[config.mk]
export PLATFORM = sky130hd
export DESIGN_NAME = type_length_frame_reassembler_core
export DESIGN_NICKNAME = d
export VERILOG_FILES = /design/src/hw/rtl/tlfr_pkg.sv /design/src/hw/rtl/tlfr_store.sv /design/src/hw/rtl/tlfr_parser.sv /design/src/hw/rtl/tlfr_readout.sv /design/src/hw/rtl/type_length_frame_reassembler_core.sv
export SDC_FILE = /design/constraint.sdc
export NUM_CORES = 1
export LEC_CHECK = 0
export ABC_AREA = 0
export CORE_UTILIZATION = 60
export CTS_CLUSTER_SIZE = 16
export DETAILED_ROUTE_END_ITERATION = 7
export DONT_BUFFER_PORTS = 1
export GPL_TIMING_DRIVEN = 0
export PLACE_DENSITY = 0.79
export SYNTH_ARGS = -nofsm -noshare
export SYNTH_HDL_FRONTEND = slang
export SYNTH_SLANG_ARGS = --single-unit
[constraint.sdc]
create_clock -name clk -period 8 [get_ports clk]
set_clock_uncertainty 0.2 [all_clocks]
set_input_delay 0 -clock clk [delete_from_list [all_inputs] [get_ports clk]]
set_output_delay 0 -clock clk [all_outputs]
set_load 0.02 [all_outputs]
[src/hw/rtl/tlfr_pkg.sv]
// Shared types for the type-length frame reassembler.
`timescale 1ns / 1ps
`default_nettype none
package tlfr_pkg;

  localparam int unsigned HDR_BYTES = 2;

  typedef struct packed {
    logic       done;
    logic [7:0] ftype;
    logic [7:0] plen;
  } frame_evt_t;

endpackage
`default_nettype wire

[src/hw/rtl/tlfr_store.sv]
// Frame byte store: one write port, one registered read port.
`timescale 1ns / 1ps
`default_nettype none
module tlfr_store #(
  parameter int unsigned DEPTH = 64,
  parameter int unsigned AW    = 6
) (
  input  wire logic          clk,
  input  wire logic          wr_en,
  input  wire logic [AW-1:0] wr_addr,
  input  wire logic [7:0]    wr_data,
  input  wire logic          rd_en,
  input  wire logic [AW-1:0] rd_addr,
  output logic      [7:0]    rd_data
);

  logic [7:0] mem [DEPTH];

  always_ff @(posedge clk) begin
    if (wr_en) begin
      mem[wr_addr] <= wr_data;
    end
  end

  always_ff @(posedge clk) begin
    if (rd_en) begin
      rd_data <= mem[rd_addr];
    end
  end

endmodule
`default_nettype wire

[src/hw/rtl/tlfr_parser.sv]
// Feed and header tracking; writes incoming bytes into the store.
`timescale 1ns / 1ps
`default_nettype none
module tlfr_parser #(
  parameter int unsigned MAX_FRAME = 64,
  parameter int unsigned BUF_LIMIT = 128,
  parameter int unsigned AW        = 6,
  parameter int unsigned HW        = 7
) (
  input  wire logic                clk,
  input  wire logic                rst_n,
  input  wire logic                acc,
  input  wire logic [7:0]          data_byte,
  input  wire logic                feed_start,
  input  wire logic [15:0]         feed_length,
  output logic                     wr_en,
  output logic      [AW-1:0]       wr_addr,
  output logic      [7:0]          wr_data,
  output tlfr_pkg::frame_evt_t     evt
);

  localparam logic [16:0] BUF17 = 17'(BUF_LIMIT);
  localparam logic [9:0]  MAX10 = 10'(MAX_FRAME);
  localparam logic [9:0]  HDR10 = 10'(tlfr_pkg::HDR_BYTES);

  logic [HW-1:0] held_r, held_nxt;
  logic [15:0]   rem_r, rem_nxt;
  logic          disc_r, disc_nxt;
  logic          done_r, done_nxt;
  logic [7:0]    type_r, type_nxt;
  logic [7:0]    plen_r, plen_nxt;

  logic [15:0]   flen_eff;
  logic [16:0]   sum17;
  logic          live;
  logic [15:0]   rem_base;
  logic          disc_base;
  logic [HW-1:0] held_base;
  logic [HW-1:0] held_inc;
  logic [7:0]    byte_len;
  logic [9:0]    need;

  always_comb begin
    held_nxt  = held_r;
    rem_nxt   = rem_r;
    disc_nxt  = disc_r;
    done_nxt  = 1'b0;
    type_nxt  = type_r;
    plen_nxt  = plen_r;
    wr_en     = 1'b0;
    flen_eff  = (feed_length == 16'd0) ? 16'd1 : feed_length;
    sum17     = 17'(held_r) + {1'b0, flen_eff};
    live      = feed_start || (rem_r != 16'd0);
    if (feed_start) begin
      rem_base  = flen_eff;
      disc_base = {1'b0, flen_eff} > BUF17;
      held_base = (!disc_base && (sum17 > BUF17)) ? '0 : held_r;
    end else begin
      rem_base  = rem_r;
      disc_base = disc_r;
      held_base = held_r;
    end
    held_inc = held_base + HW'(1);
    byte_len = (held_base == HW'(1)) ? data_byte : plen_r;
    need     = {2'b00, byte_len} + HDR10;
    wr_addr  = held_base[AW-1:0];
    wr_data  = data_byte;
    if (acc && live) begin
      rem_nxt  = rem_base - 16'd1;
      disc_nxt = disc_base;
      held_nxt = held_base;
      if (!disc_base) begin
        wr_en    = 1'b1;
        held_nxt = held_inc;
        if (held_base == '0) begin
          type_nxt = data_byte;
        end
        if (held_base == HW'(1)) begin
          plen_nxt = data_byte;
        end
        if (10'(held_inc) >= HDR10) begin
          if (need > MAX10) begin
            held_nxt = '0;
            disc_nxt = 1'b1;
          end else if (10'(held_inc) == need) begin
            held_nxt = '0;
            done_nxt = 1'b1;
          end
        end
      end
    end
  end

  always_ff @(posedge clk) begin
    if (!rst_n) begin
      held_r <= '0;
      rem_r  <= '0;
      disc_r <= 1'b0;
      done_r <= 1'b0;
    end else begin
      held_r <= held_nxt;
      rem_r  <= rem_nxt;
      disc_r <= disc_nxt;
      done_r <= done_nxt;
    end
  end

  always_ff @(posedge clk) begin
    type_r <= type_nxt;
    plen_r <= plen_nxt;
  end

  assign evt.done  = done_r;
  assign evt.ftype = type_r;
  assign evt.plen  = plen_r;

endmodule
`default_nettype wire

[src/hw/rtl/tlfr_readout.sv]
// Read-out sequencer: walks the payload in the store into the output register.
`timescale 1ns / 1ps
`default_nettype none
module tlfr_readout #(
  parameter int unsigned AW = 6
) (
  input  wire logic                 clk,
  input  wire logic                 rst_n,
  input  wire tlfr_pkg::frame_evt_t evt,
  output logic                      rd_en,
  output logic      [AW-1:0]        rd_addr,
  input  wire logic [7:0]           rd_data,
  output logic                      busy,
  output logic                      out_valid,
  input  wire logic                 out_stall,
  output logic      [7:0]           out_frame_type,
  output logic      [7:0]           out_payload_byte,
  output logic      [5:0]           out_payload_index,
  output logic      [5:0]           out_payload_length,
  output logic                      out_has_payload,
  output logic                      out_last
);

  typedef enum logic [1:0] {
    ST_IDLE,
    ST_EMPTY,
    ST_READ
  } state_t;

  state_t     state_r;
  logic [7:0] type_r;
  logic [7:0] plen_r;
  logic [7:0] iss_r;
  logic [7:0] pend_k_r;
  logic       rd_pend_r;
  logic       out_valid_r;
  logic [7:0] out_type_r;
  logic [7:0] out_byte_r;
  logic [5:0] out_idx_r;
  logic [5:0] out_len_r;
  logic       out_has_r;
  logic       out_last_r;

  logic       out_free;
  logic [8:0] addr_sum;

  assign out_free = !out_valid_r || !out_stall;
  assign addr_sum = {1'b0, iss_r} + 9'(tlfr_pkg::HDR_BYTES);
  assign rd_addr  = addr_sum[AW-1:0];
  assign rd_en    = (state_r == ST_READ) && !rd_pend_r && out_free;
  assign busy     = (state_r != ST_IDLE) || rd_pend_r;

  always_ff @(posedge clk) begin
    if (!rst_n) begin
      state_r     <= ST_IDLE;
      rd_pend_r   <= 1'b0;
      out_valid_r <= 1'b0;
      iss_r       <= '0;
    end else begin
      rd_pend_r <= rd_en;
      if (rd_pend_r) begin
        out_valid_r <= 1'b1;
        out_type_r  <= type_r;
        out_byte_r  <= rd_data;
        out_idx_r   <= pend_k_r[5:0];
        out_len_r   <= plen_r[5:0];
        out_has_r   <= 1'b1;
        out_last_r  <= (pend_k_r == plen_r - 8'd1);
      end else if (state_r == ST_EMPTY && out_free) begin
        out_valid_r <= 1'b1;
        out_type_r  <= type_r;
        out_byte_r  <= '0;
        out_idx_r   <= '0;
        out_len_r   <= '0;
        out_has_r   <= 1'b0;
        out_last_r  <= 1'b1;
      end else if (out_valid_r && !out_stall) begin
        out_valid_r <= 1'b0;
      end
      case (state_r)
        ST_IDLE: begin
          if (evt.done) begin
            type_r  <= evt.ftype;
            plen_r  <= evt.plen;
            iss_r   <= '0;
            state_r <= (evt.plen == 8'd0) ? ST_EMPTY : ST_READ;
          end
        end
        ST_EMPTY: begin
          if (out_free) begin
            state_r <= ST_IDLE;
          end
        end
        ST_READ: begin
          if (rd_en) begin
            pend_k_r <= iss_r;
            iss_r    <= iss_r + 8'd1;
            if (iss_r == plen_r - 8'd1) begin
              state_r <= ST_IDLE;
            end
          end
        end
        default: begin
          state_r <= ST_IDLE;
        end
      endcase
    end
  end

  assign out_valid          = out_valid_r;
  assign out_frame_type     = out_type_r;
  assign out_payload_byte   = out_byte_r;
  assign out_payload_index  = out_idx_r;
  assign out_payload_length = out_len_r;
  assign out_has_payload    = out_has_r;
  assign out_last           = out_last_r;

`ifndef SYNTH
  a_read_loads: assert property (@(posedge clk) disable iff (!rst_n)
    rd_pend_r |=> out_valid_r)
    else $error("read data not loaded into output register");
  a_read_nonzero: assert property (@(posedge clk) disable iff (!rst_n)
    (state_r == ST_READ) |-> (plen_r != 8'd0 && iss_r < plen_r))
    else $error("read-out counter out of range");
  a_no_overlap: assert property (@(posedge clk) disable iff (!rst_n)
    rd_en |-> !rd_pend_r && (!out_valid_r || !out_stall))
    else $error("read issued while output register cannot take it");
  a_empty_no_read: assert property (@(posedge clk) disable iff (!rst_n)
    (state_r == ST_EMPTY) |-> !rd_pend_r)
    else $error("read in flight during empty-frame result");
`endif

endmodule
`default_nettype wire

[src/hw/rtl/type_length_frame_reassembler_core.sv]
// First result of a frame: done, state, read-pending, output registers (empty frame: no read).
// Throughput: one input byte per cycle while no frame is pending or being read out.
// Read-out: one payload read in flight at a time, paced by the store's registered read port;
// input is stalled until the last read of the frame has returned.
// Reset: synchronous, active low; control state cleared, frame store contents undefined.
// Top level: type-length frame reassembler.
`timescale 1ns / 1ps
`default_nettype none
module type_length_frame_reassembler_core #(
  parameter int unsigned MAX_FRAME = 64,
  parameter int unsigned BUF_LIMIT = 128
) (
  input  wire logic        clk,
  input  wire logic        rst_n,
  input  wire logic        in_valid,
  output logic             in_stall,
  input  wire logic [7:0]  in_data_byte,
  input  wire logic        in_feed_start,
  input  wire logic [15:0] in_feed_length,
  output logic             out_valid,
  input  wire logic        out_stall,
  output logic      [7:0]  out_frame_type,
  output logic      [7:0]  out_payload_byte,
  output logic      [5:0]  out_payload_index,
  output logic      [5:0]  out_payload_length,
  output logic             out_has_payload,
  output logic             out_last
);

  localparam int unsigned AW = (MAX_FRAME > 1) ? $clog2(MAX_FRAME) : 1;
  localparam int unsigned HW = $clog2(MAX_FRAME + 1);

  logic                 acc;
  logic                 wr_en;
  logic [AW-1:0]        wr_addr;
  logic [7:0]           wr_data;
  logic                 rd_en;
  logic [AW-1:0]        rd_addr;
  logic [7:0]           rd_data;
  logic                 ro_busy;
  tlfr_pkg::frame_evt_t evt;

  assign in_stall = ro_busy || evt.done;
  assign acc      = in_valid && !in_stall;

  tlfr_parser #(
    .MAX_FRAME (MAX_FRAME),
    .BUF_LIMIT (BUF_LIMIT),
    .AW        (AW),
    .HW        (HW)
  ) u_parser (
    .clk         (clk),
    .rst_n       (rst_n),
    .acc         (acc),
    .data_byte   (in_data_byte),
    .feed_start  (in_feed_start),
    .feed_length (in_feed_length),
    .wr_en       (wr_en),
    .wr_addr     (wr_addr),
    .wr_data     (wr_data),
    .evt         (evt)
  );

  tlfr_store #(
    .DEPTH (MAX_FRAME),
    .AW    (AW)
  ) u_store (
    .clk     (clk),
    .wr_en   (wr_en),
    .wr_addr (wr_addr),
    .wr_data (wr_data),
    .rd_en   (rd_en),
    .rd_addr (rd_addr),
    .rd_data (rd_data)
  );

  tlfr_readout #(
    .AW (AW)
  ) u_readout (
    .clk                (clk),
    .rst_n              (rst_n),
    .evt                (evt),
    .rd_en              (rd_en),
    .rd_addr            (rd_addr),
    .rd_data            (rd_data),
    .busy               (ro_busy),
    .out_valid          (out_valid),
    .out_stall          (out_stall),
    .out_frame_type     (out_frame_type),
    .out_payload_byte   (out_payload_byte),
    .out_payload_index  (out_payload_index),
    .out_payload_length (out_payload_length),
    .out_has_payload    (out_has_payload),
    .out_last           (out_last)
  );

endmodule
`default_nettype wire
==> run metrics, run 1 <==
Post-Synthesis Cell Area 25950 um2; crit-path max FO 10; share of cells above drive strength 1 18.20%; CTS clock-pin slew for the worst setup and hold paths 0.07 ns; Tot Pwr 6.592 mW; Die ar. 44090 um2; ys flop type edfxtp_1; most common cell in the synthesized netlist edfxtp_1; final count of hold timing violations 0; CP max stage delay 0.76 ns; fin util 69.13%; Vias/cell 6.707; height of the die 210.0 um; vias in the first global route 14160; leakage power 9.058 nW; max-cap violations 0; via count 14500; CP most frequent cell ha_1; H-tree levels 2; critical path's slowest cell o31ai_1; Mapped Nets 1460; gr usage total 29.90%; CTS tree done; # DRC 0; Final GP Congestion 0.8989; post-synthesis compound-gate area fraction 3.163%; Iteration-0 DRC Markers 2005; io pins 61; Area growth syn-to-layout 12.73%; fraction of synthesized cell area in xor and xnor cells 2.078%; CP Class primary input to register; Synth area leaders edfxtp_1, mux4_2, dfxtp_1, nor2_1, xor2_1; Die W 210.0 um; Setup Total Neg Slack 0 ns; Hold/Removal Path Class primary input to register; Post-synth top cells edfxtp_1, mux4_2, nor2_1; Async SR Flop Fraction 0%; fin area 29260 um2; Slew Limit Fails 0; largest net degree at the start of global routing 69; Cells after Synth 1415; TritonCTS Sinks 627; synth unique cells 71; TritonCTS buffer count 57; Peak VDD IR 0.2100 mV; clk buf depth 3; total grt overflow 0; Avg Cell Area, Syn 18.34 um2; Post-Synth Simple-Gate Area 5.766%; status finished clean; area share of the largest cell type after synthesis 68.26%; part of the Yosys area used for sequential elements 71.12%; Period Utilization, post-route 94.34%; setup violators final 0; initial antenna violation count 7; Crit. End Element register; WL/cell 29.54 um; Post-Route WL 63870 um; Post-synth EDFFs 590; Resized cells post-CTS 0; Nets 1577; DRT Pass-1 Iters 8; minimum clock period after layout 7.547 ns; headroom to the max-slew limit 12.39%; Ys Warns 0; Peak Freq 0.1325 GHz; post-place instance area 26690 um2; Worst-Margin Slew 1.305 ns; final std cells w/o fill 2162; IO buf count 0; Root Driver clkbuf_16; Initial Util 61.32%; Worst-Skew Late Latency 0.63 ns; first-pass GRT wire length 93780 um; largest family of logic cells by synthesized area multiplexers; startpoint types primary input; post-synthesis mux area share 15.79%; Core ar. 42320 um2; r2r setup slk 1.11 ns; RSZ-0062 raised after global routing false; Post-DRT Antenna Nets 0; WP data required 8.33 ns; Post-DP HPWL 36610 um; placed cells 1993; Pwr per Cell Area 225.3 nW/um2; Synth Register Bits 627; Synth Area in Adders 0.8003%; Arrival @ worst endpoint 7.87 ns; FP Rows 75; cell taking the most area after synthesis edfxtp_1
per-layer routing:
metal  GRT usage [%]  share of wire [%]
met5               0              0.050
met4           11.28                3.3
met3           6.987                 10
met2           46.75                 48
met1           41.62                 38
placed cells by master, fill, tap and decap left out, types with 9 or more instances in the layout:
| master | n |
|---|---|
| inv_1 | 12 |
| dfxtp_1 | 37 |
| nand2_1 | 52 |
| and2_1 | 26 |
| clkbuf_16 | 57 |
| xnor2_1 | 24 |
| nor2_1 | 112 |
| buf_1 | 14 |
| edfxtp_1 | 590 |
| dlygate4sd3_1 | 49 |
| nand3_1 | 23 |
| ha_1 | 15 |
| mux4_2 | 168 |
| o211ai_1 | 10 |
| nor3_1 | 28 |
| clkbuf_1 | 71 |
| a31oi_1 | 11 |
| o21ai_0 | 25 |
| a21oi_1 | 26 |
| mux2i_1 | 22 |
| clkinv_2 | 9 |
| xor2_1 | 35 |
flip-flops by register name, indices dropped and copies added (netlist names), 2 cells and up:
name,cells
u_parser.type_r,8
u_readout.state_r,2
u_parser.rem_r,16
u_store.rd_data,8
u_store.mem,512
u_parser.plen_r,8
u_readout.out_payload_length,6
u_readout.out_payload_index,6
u_readout.out_payload_byte,8
u_readout.type_r,8
u_readout.out_frame_type,8
u_parser.held_r,7
u_readout.iss_r,8
u_readout.pend_k_r,8
u_readout.plen_r,8
report_power, final:
part           total [mW]  switching, mW  internal, mW
Clock                2.71           1.21          1.51
Sequential           3.62         0.0173          3.60
Combinational       0.264          0.167        0.0971
Total                6.59           1.39          5.20
final timing paths:
path,cells past startpoint,end,startpoint
max,31,u_parser.held_r[1]$_SDFFE_PN0P_,in_feed_length[4]
min,7,u_parser.held_r[6]$_SDFFE_PN0P_,in_data_byte[1]
max reg2reg,26,u_parser.held_r[1]$_SDFFE_PN0P_,u_parser.held_r[0]$_SDFFE_PN0P_
min reg2reg,0,u_readout.type_r[1]$_DFFE_PP_,u_parser.type_r[1]$_DFFE_PP_
stage by stage:
| stage | hold slack, ns | worst slack (ns) |
|---|---|---|
| floorplan | -0.1011 | 2.086 |
| global placement | -0.09748 | 0.9349 |
| detailed placement | -0.09828 | 0.8032 |
| CTS | 0.002535 | 0.6790 |
| global route | 0.08744 | 0.1128 |
| finish | 0.03501 | 0.4526 |
critical path: cells and delay by family:
family / cells / cell delay [ns]
and+or+nand+nor: 6 / 1.46
xor gates and xnor gates: 2 / 0.40
buffers and inverters: 6 / 1.93
muxes: 2 / 0.43
adders and majority gates: 4 / 0.94
AOI/OAI and AO/OA: 11 / 2.73
final cells by class:
cell class,instances,area [um2]
buffer,75,285.3
clock buffer,73,1516
sequential,627,18460
clock inverter,31,316.6
multi-input combinational,700,7164
fill,2602,13070
timing repair buffer,58,725.7
inverter,13,48.80
antenna,8,20.02
tap,577,721.9
cell families after synthesis:
group	after synthesis
flops	627
simple gates	307
mux	198
compound gates	119
buf+inv	88
xor+xnor	60
fa+ha+maj	16
repair_timing:
item	4_1_cts	5_1_grt
setup buffers	0	0
hold buffers	57	0
hold endpoints to repair	619	0
Power figures use the tool's default switching activity.
==> run 2, diff against run 1 <==
Settings changed: CTS_BUF_LIST set to sky130_fd_sc_hd__clkbuf_4 sky130_fd_sc_hd__clkbuf_8 sky130_fd_sc_hd__clkbuf_16.
==> run metrics, run 2 (same netlist as run 1, synthesis figures left out) <==
IO buf count 0; commonest non-fill, non-tap cell in the layout edfxtp_1; RSZ-0062 raised after global routing false; # DRC 0; WP data required 8.32 ns; Worst-Margin Slew 1.413 ns; Largest regs u_store.mem (512), u_parser.rem_r (16); Peak Freq 0.1324 GHz; Post-DP HPWL 36610 um; Final GP Congestion 0.8989; gr usage total 29.92%; clk buf depth 3; crit-path max FO 10; CTS tree done; Nets 1576; H-tree levels 2; CTS clock-pin slew for the worst setup and hold paths 0.07 ns; Root Driver clkbuf_16; Min Hold Slack 0.03902 ns; status finished clean; Period Utilization, post-route 94.41%; TritonCTS buffer count 57; first-pass GRT wire length 94130 um; Arrival @ worst endpoint 7.87 ns; Area growth syn-to-layout 12.84%; final count of hold timing violations 0; TritonCTS Sinks 627; initial antenna violation count 8; fin worst setup slack 0.4473 ns; max-cap violations 0; FP Rows 75; via count 14450; largest net degree at the start of global routing 69; fin util 69.20%; minimum clock period after layout 7.553 ns; Biggest register u_store.mem; critical path's slowest cell o31ai_1; Die W 210.0 um; CP Class primary input to register; leakage power 9.098 nW; pre-CTS setup slack 0.8032 ns; Vias/cell 6.700; Worst-Skew Late Latency 0.64 ns; startpoint types primary input; Iteration-0 DRC Markers 1833; Post-DRT Antenna Nets 0; Hold/Removal Path Class primary input to register; Slew Limit Fails 0; Initial Util 61.32%; height of the die 210.0 um; CP max stage delay 0.77 ns; WL/cell 29.53 um; io pins 61; Crit. End Element register; DRT Pass-1 Iters 7; Peak VDD IR 0.2046 mV; share of cells above drive strength 1 19.04%; total grt overflow 0; Tot Pwr 6.635 mW; headroom to the max-slew limit 5.157%; Setup Total Neg Slack 0 ns; max reg flops 512; Post-Route WL 63690 um; CP most frequent cell ha_1; Pwr per Cell Area 226.6 nW/um2; setup violators final 0; Core ar. 42320 um2; Die ar. 44090 um2; vias in the first global route 14200; most frequent cells in the layout edfxtp_1, mux4_2, nor2_1
run 2: cell count changes in the layout (fill, tap and decap cells not counted):
cell | before | now
diode_2 | 8 | 4
clkbuf_4 | 0 | 13
dlygate4sd3_1 | 49 | 48
clkbuf_1 | 71 | 58
run 2: worst max-delay path, delay by kind of cell:
| kind | cells | cell delay (ns) |
|---|---|---|
| adders and majority gates | 4 | 0.94 |
| xor gates and xnor gates | 2 | 0.39 |
| and+or+nand+nor | 6 | 1.45 |
| AOI/OAI and AO/OA | 11 | 2.72 |
| muxes | 2 | 0.43 |
| buffers and inverters | 6 | 1.93 |
run 2: path summary, 6_finish.rpt:
path	start	endpoint	slack [ns]	cells past startpoint
setup / recovery	in_feed_length[4]	u_parser.held_r[1]$_SDFFE_PN0P_	0.45	31
hold / removal	in_data_byte[2]	u_parser.held_r[6]$_SDFFE_PN0P_	0.04	7
setup reg to reg	u_parser.held_r[0]$_SDFFE_PN0P_	u_parser.held_r[1]$_SDFFE_PN0P_	1.12	26
hold reg to reg	u_parser.type_r[1]$_DFFE_PP_	u_readout.type_r[1]$_DFFE_PP_	0.22	0
run 2: where the power goes:
group,internal (mW),leakage [nW],switching (mW)
sequential,3.60,5.60,0.0170
combinational,0.0956,2.56,0.166
clock,1.55,0.938,1.21
run 2: final cells by class:
type                            instances  area (um2)
Multi-Input combinational cell        700        7164
Clock inverter                         31       316.6
Sequential cell                       627       18460
Inverter                               13       48.80
Antenna cell                            4       10.01
Buffer                                 75       285.3
Tap cell                              577       721.9
Fill cell                            2556       13040
Timing Repair Buffer                   57       715.7
Clock buffer                           73        1565
run 2: per-stage QoR:
step,cell area (um2),cells
3_5_place_dp,26690,1993
3_3_place_gp,26680,1992
5_1_grt,29280,2153
2_1_floorplan,25950,1415
4_1_cts,29280,2153
6_report,29290,2157
run 2: layer usage:
metal	GRT usage (%)	share of wire, %	vias to the layer above
met4	11.05	3.5	10
met1	41.71	37	7406
met2	46.19	48	948
li1	-	-	5942
met3	7.852	11	145
met5	0	0.11	-
run 2: what timing repair did:
action	in CTS	in global routing
hold buffers	56	0
setup endpoints to repair	0	0
gates resized for setup	0	0
endpoints found under the hold margin	612	0
setup buffers	0	0
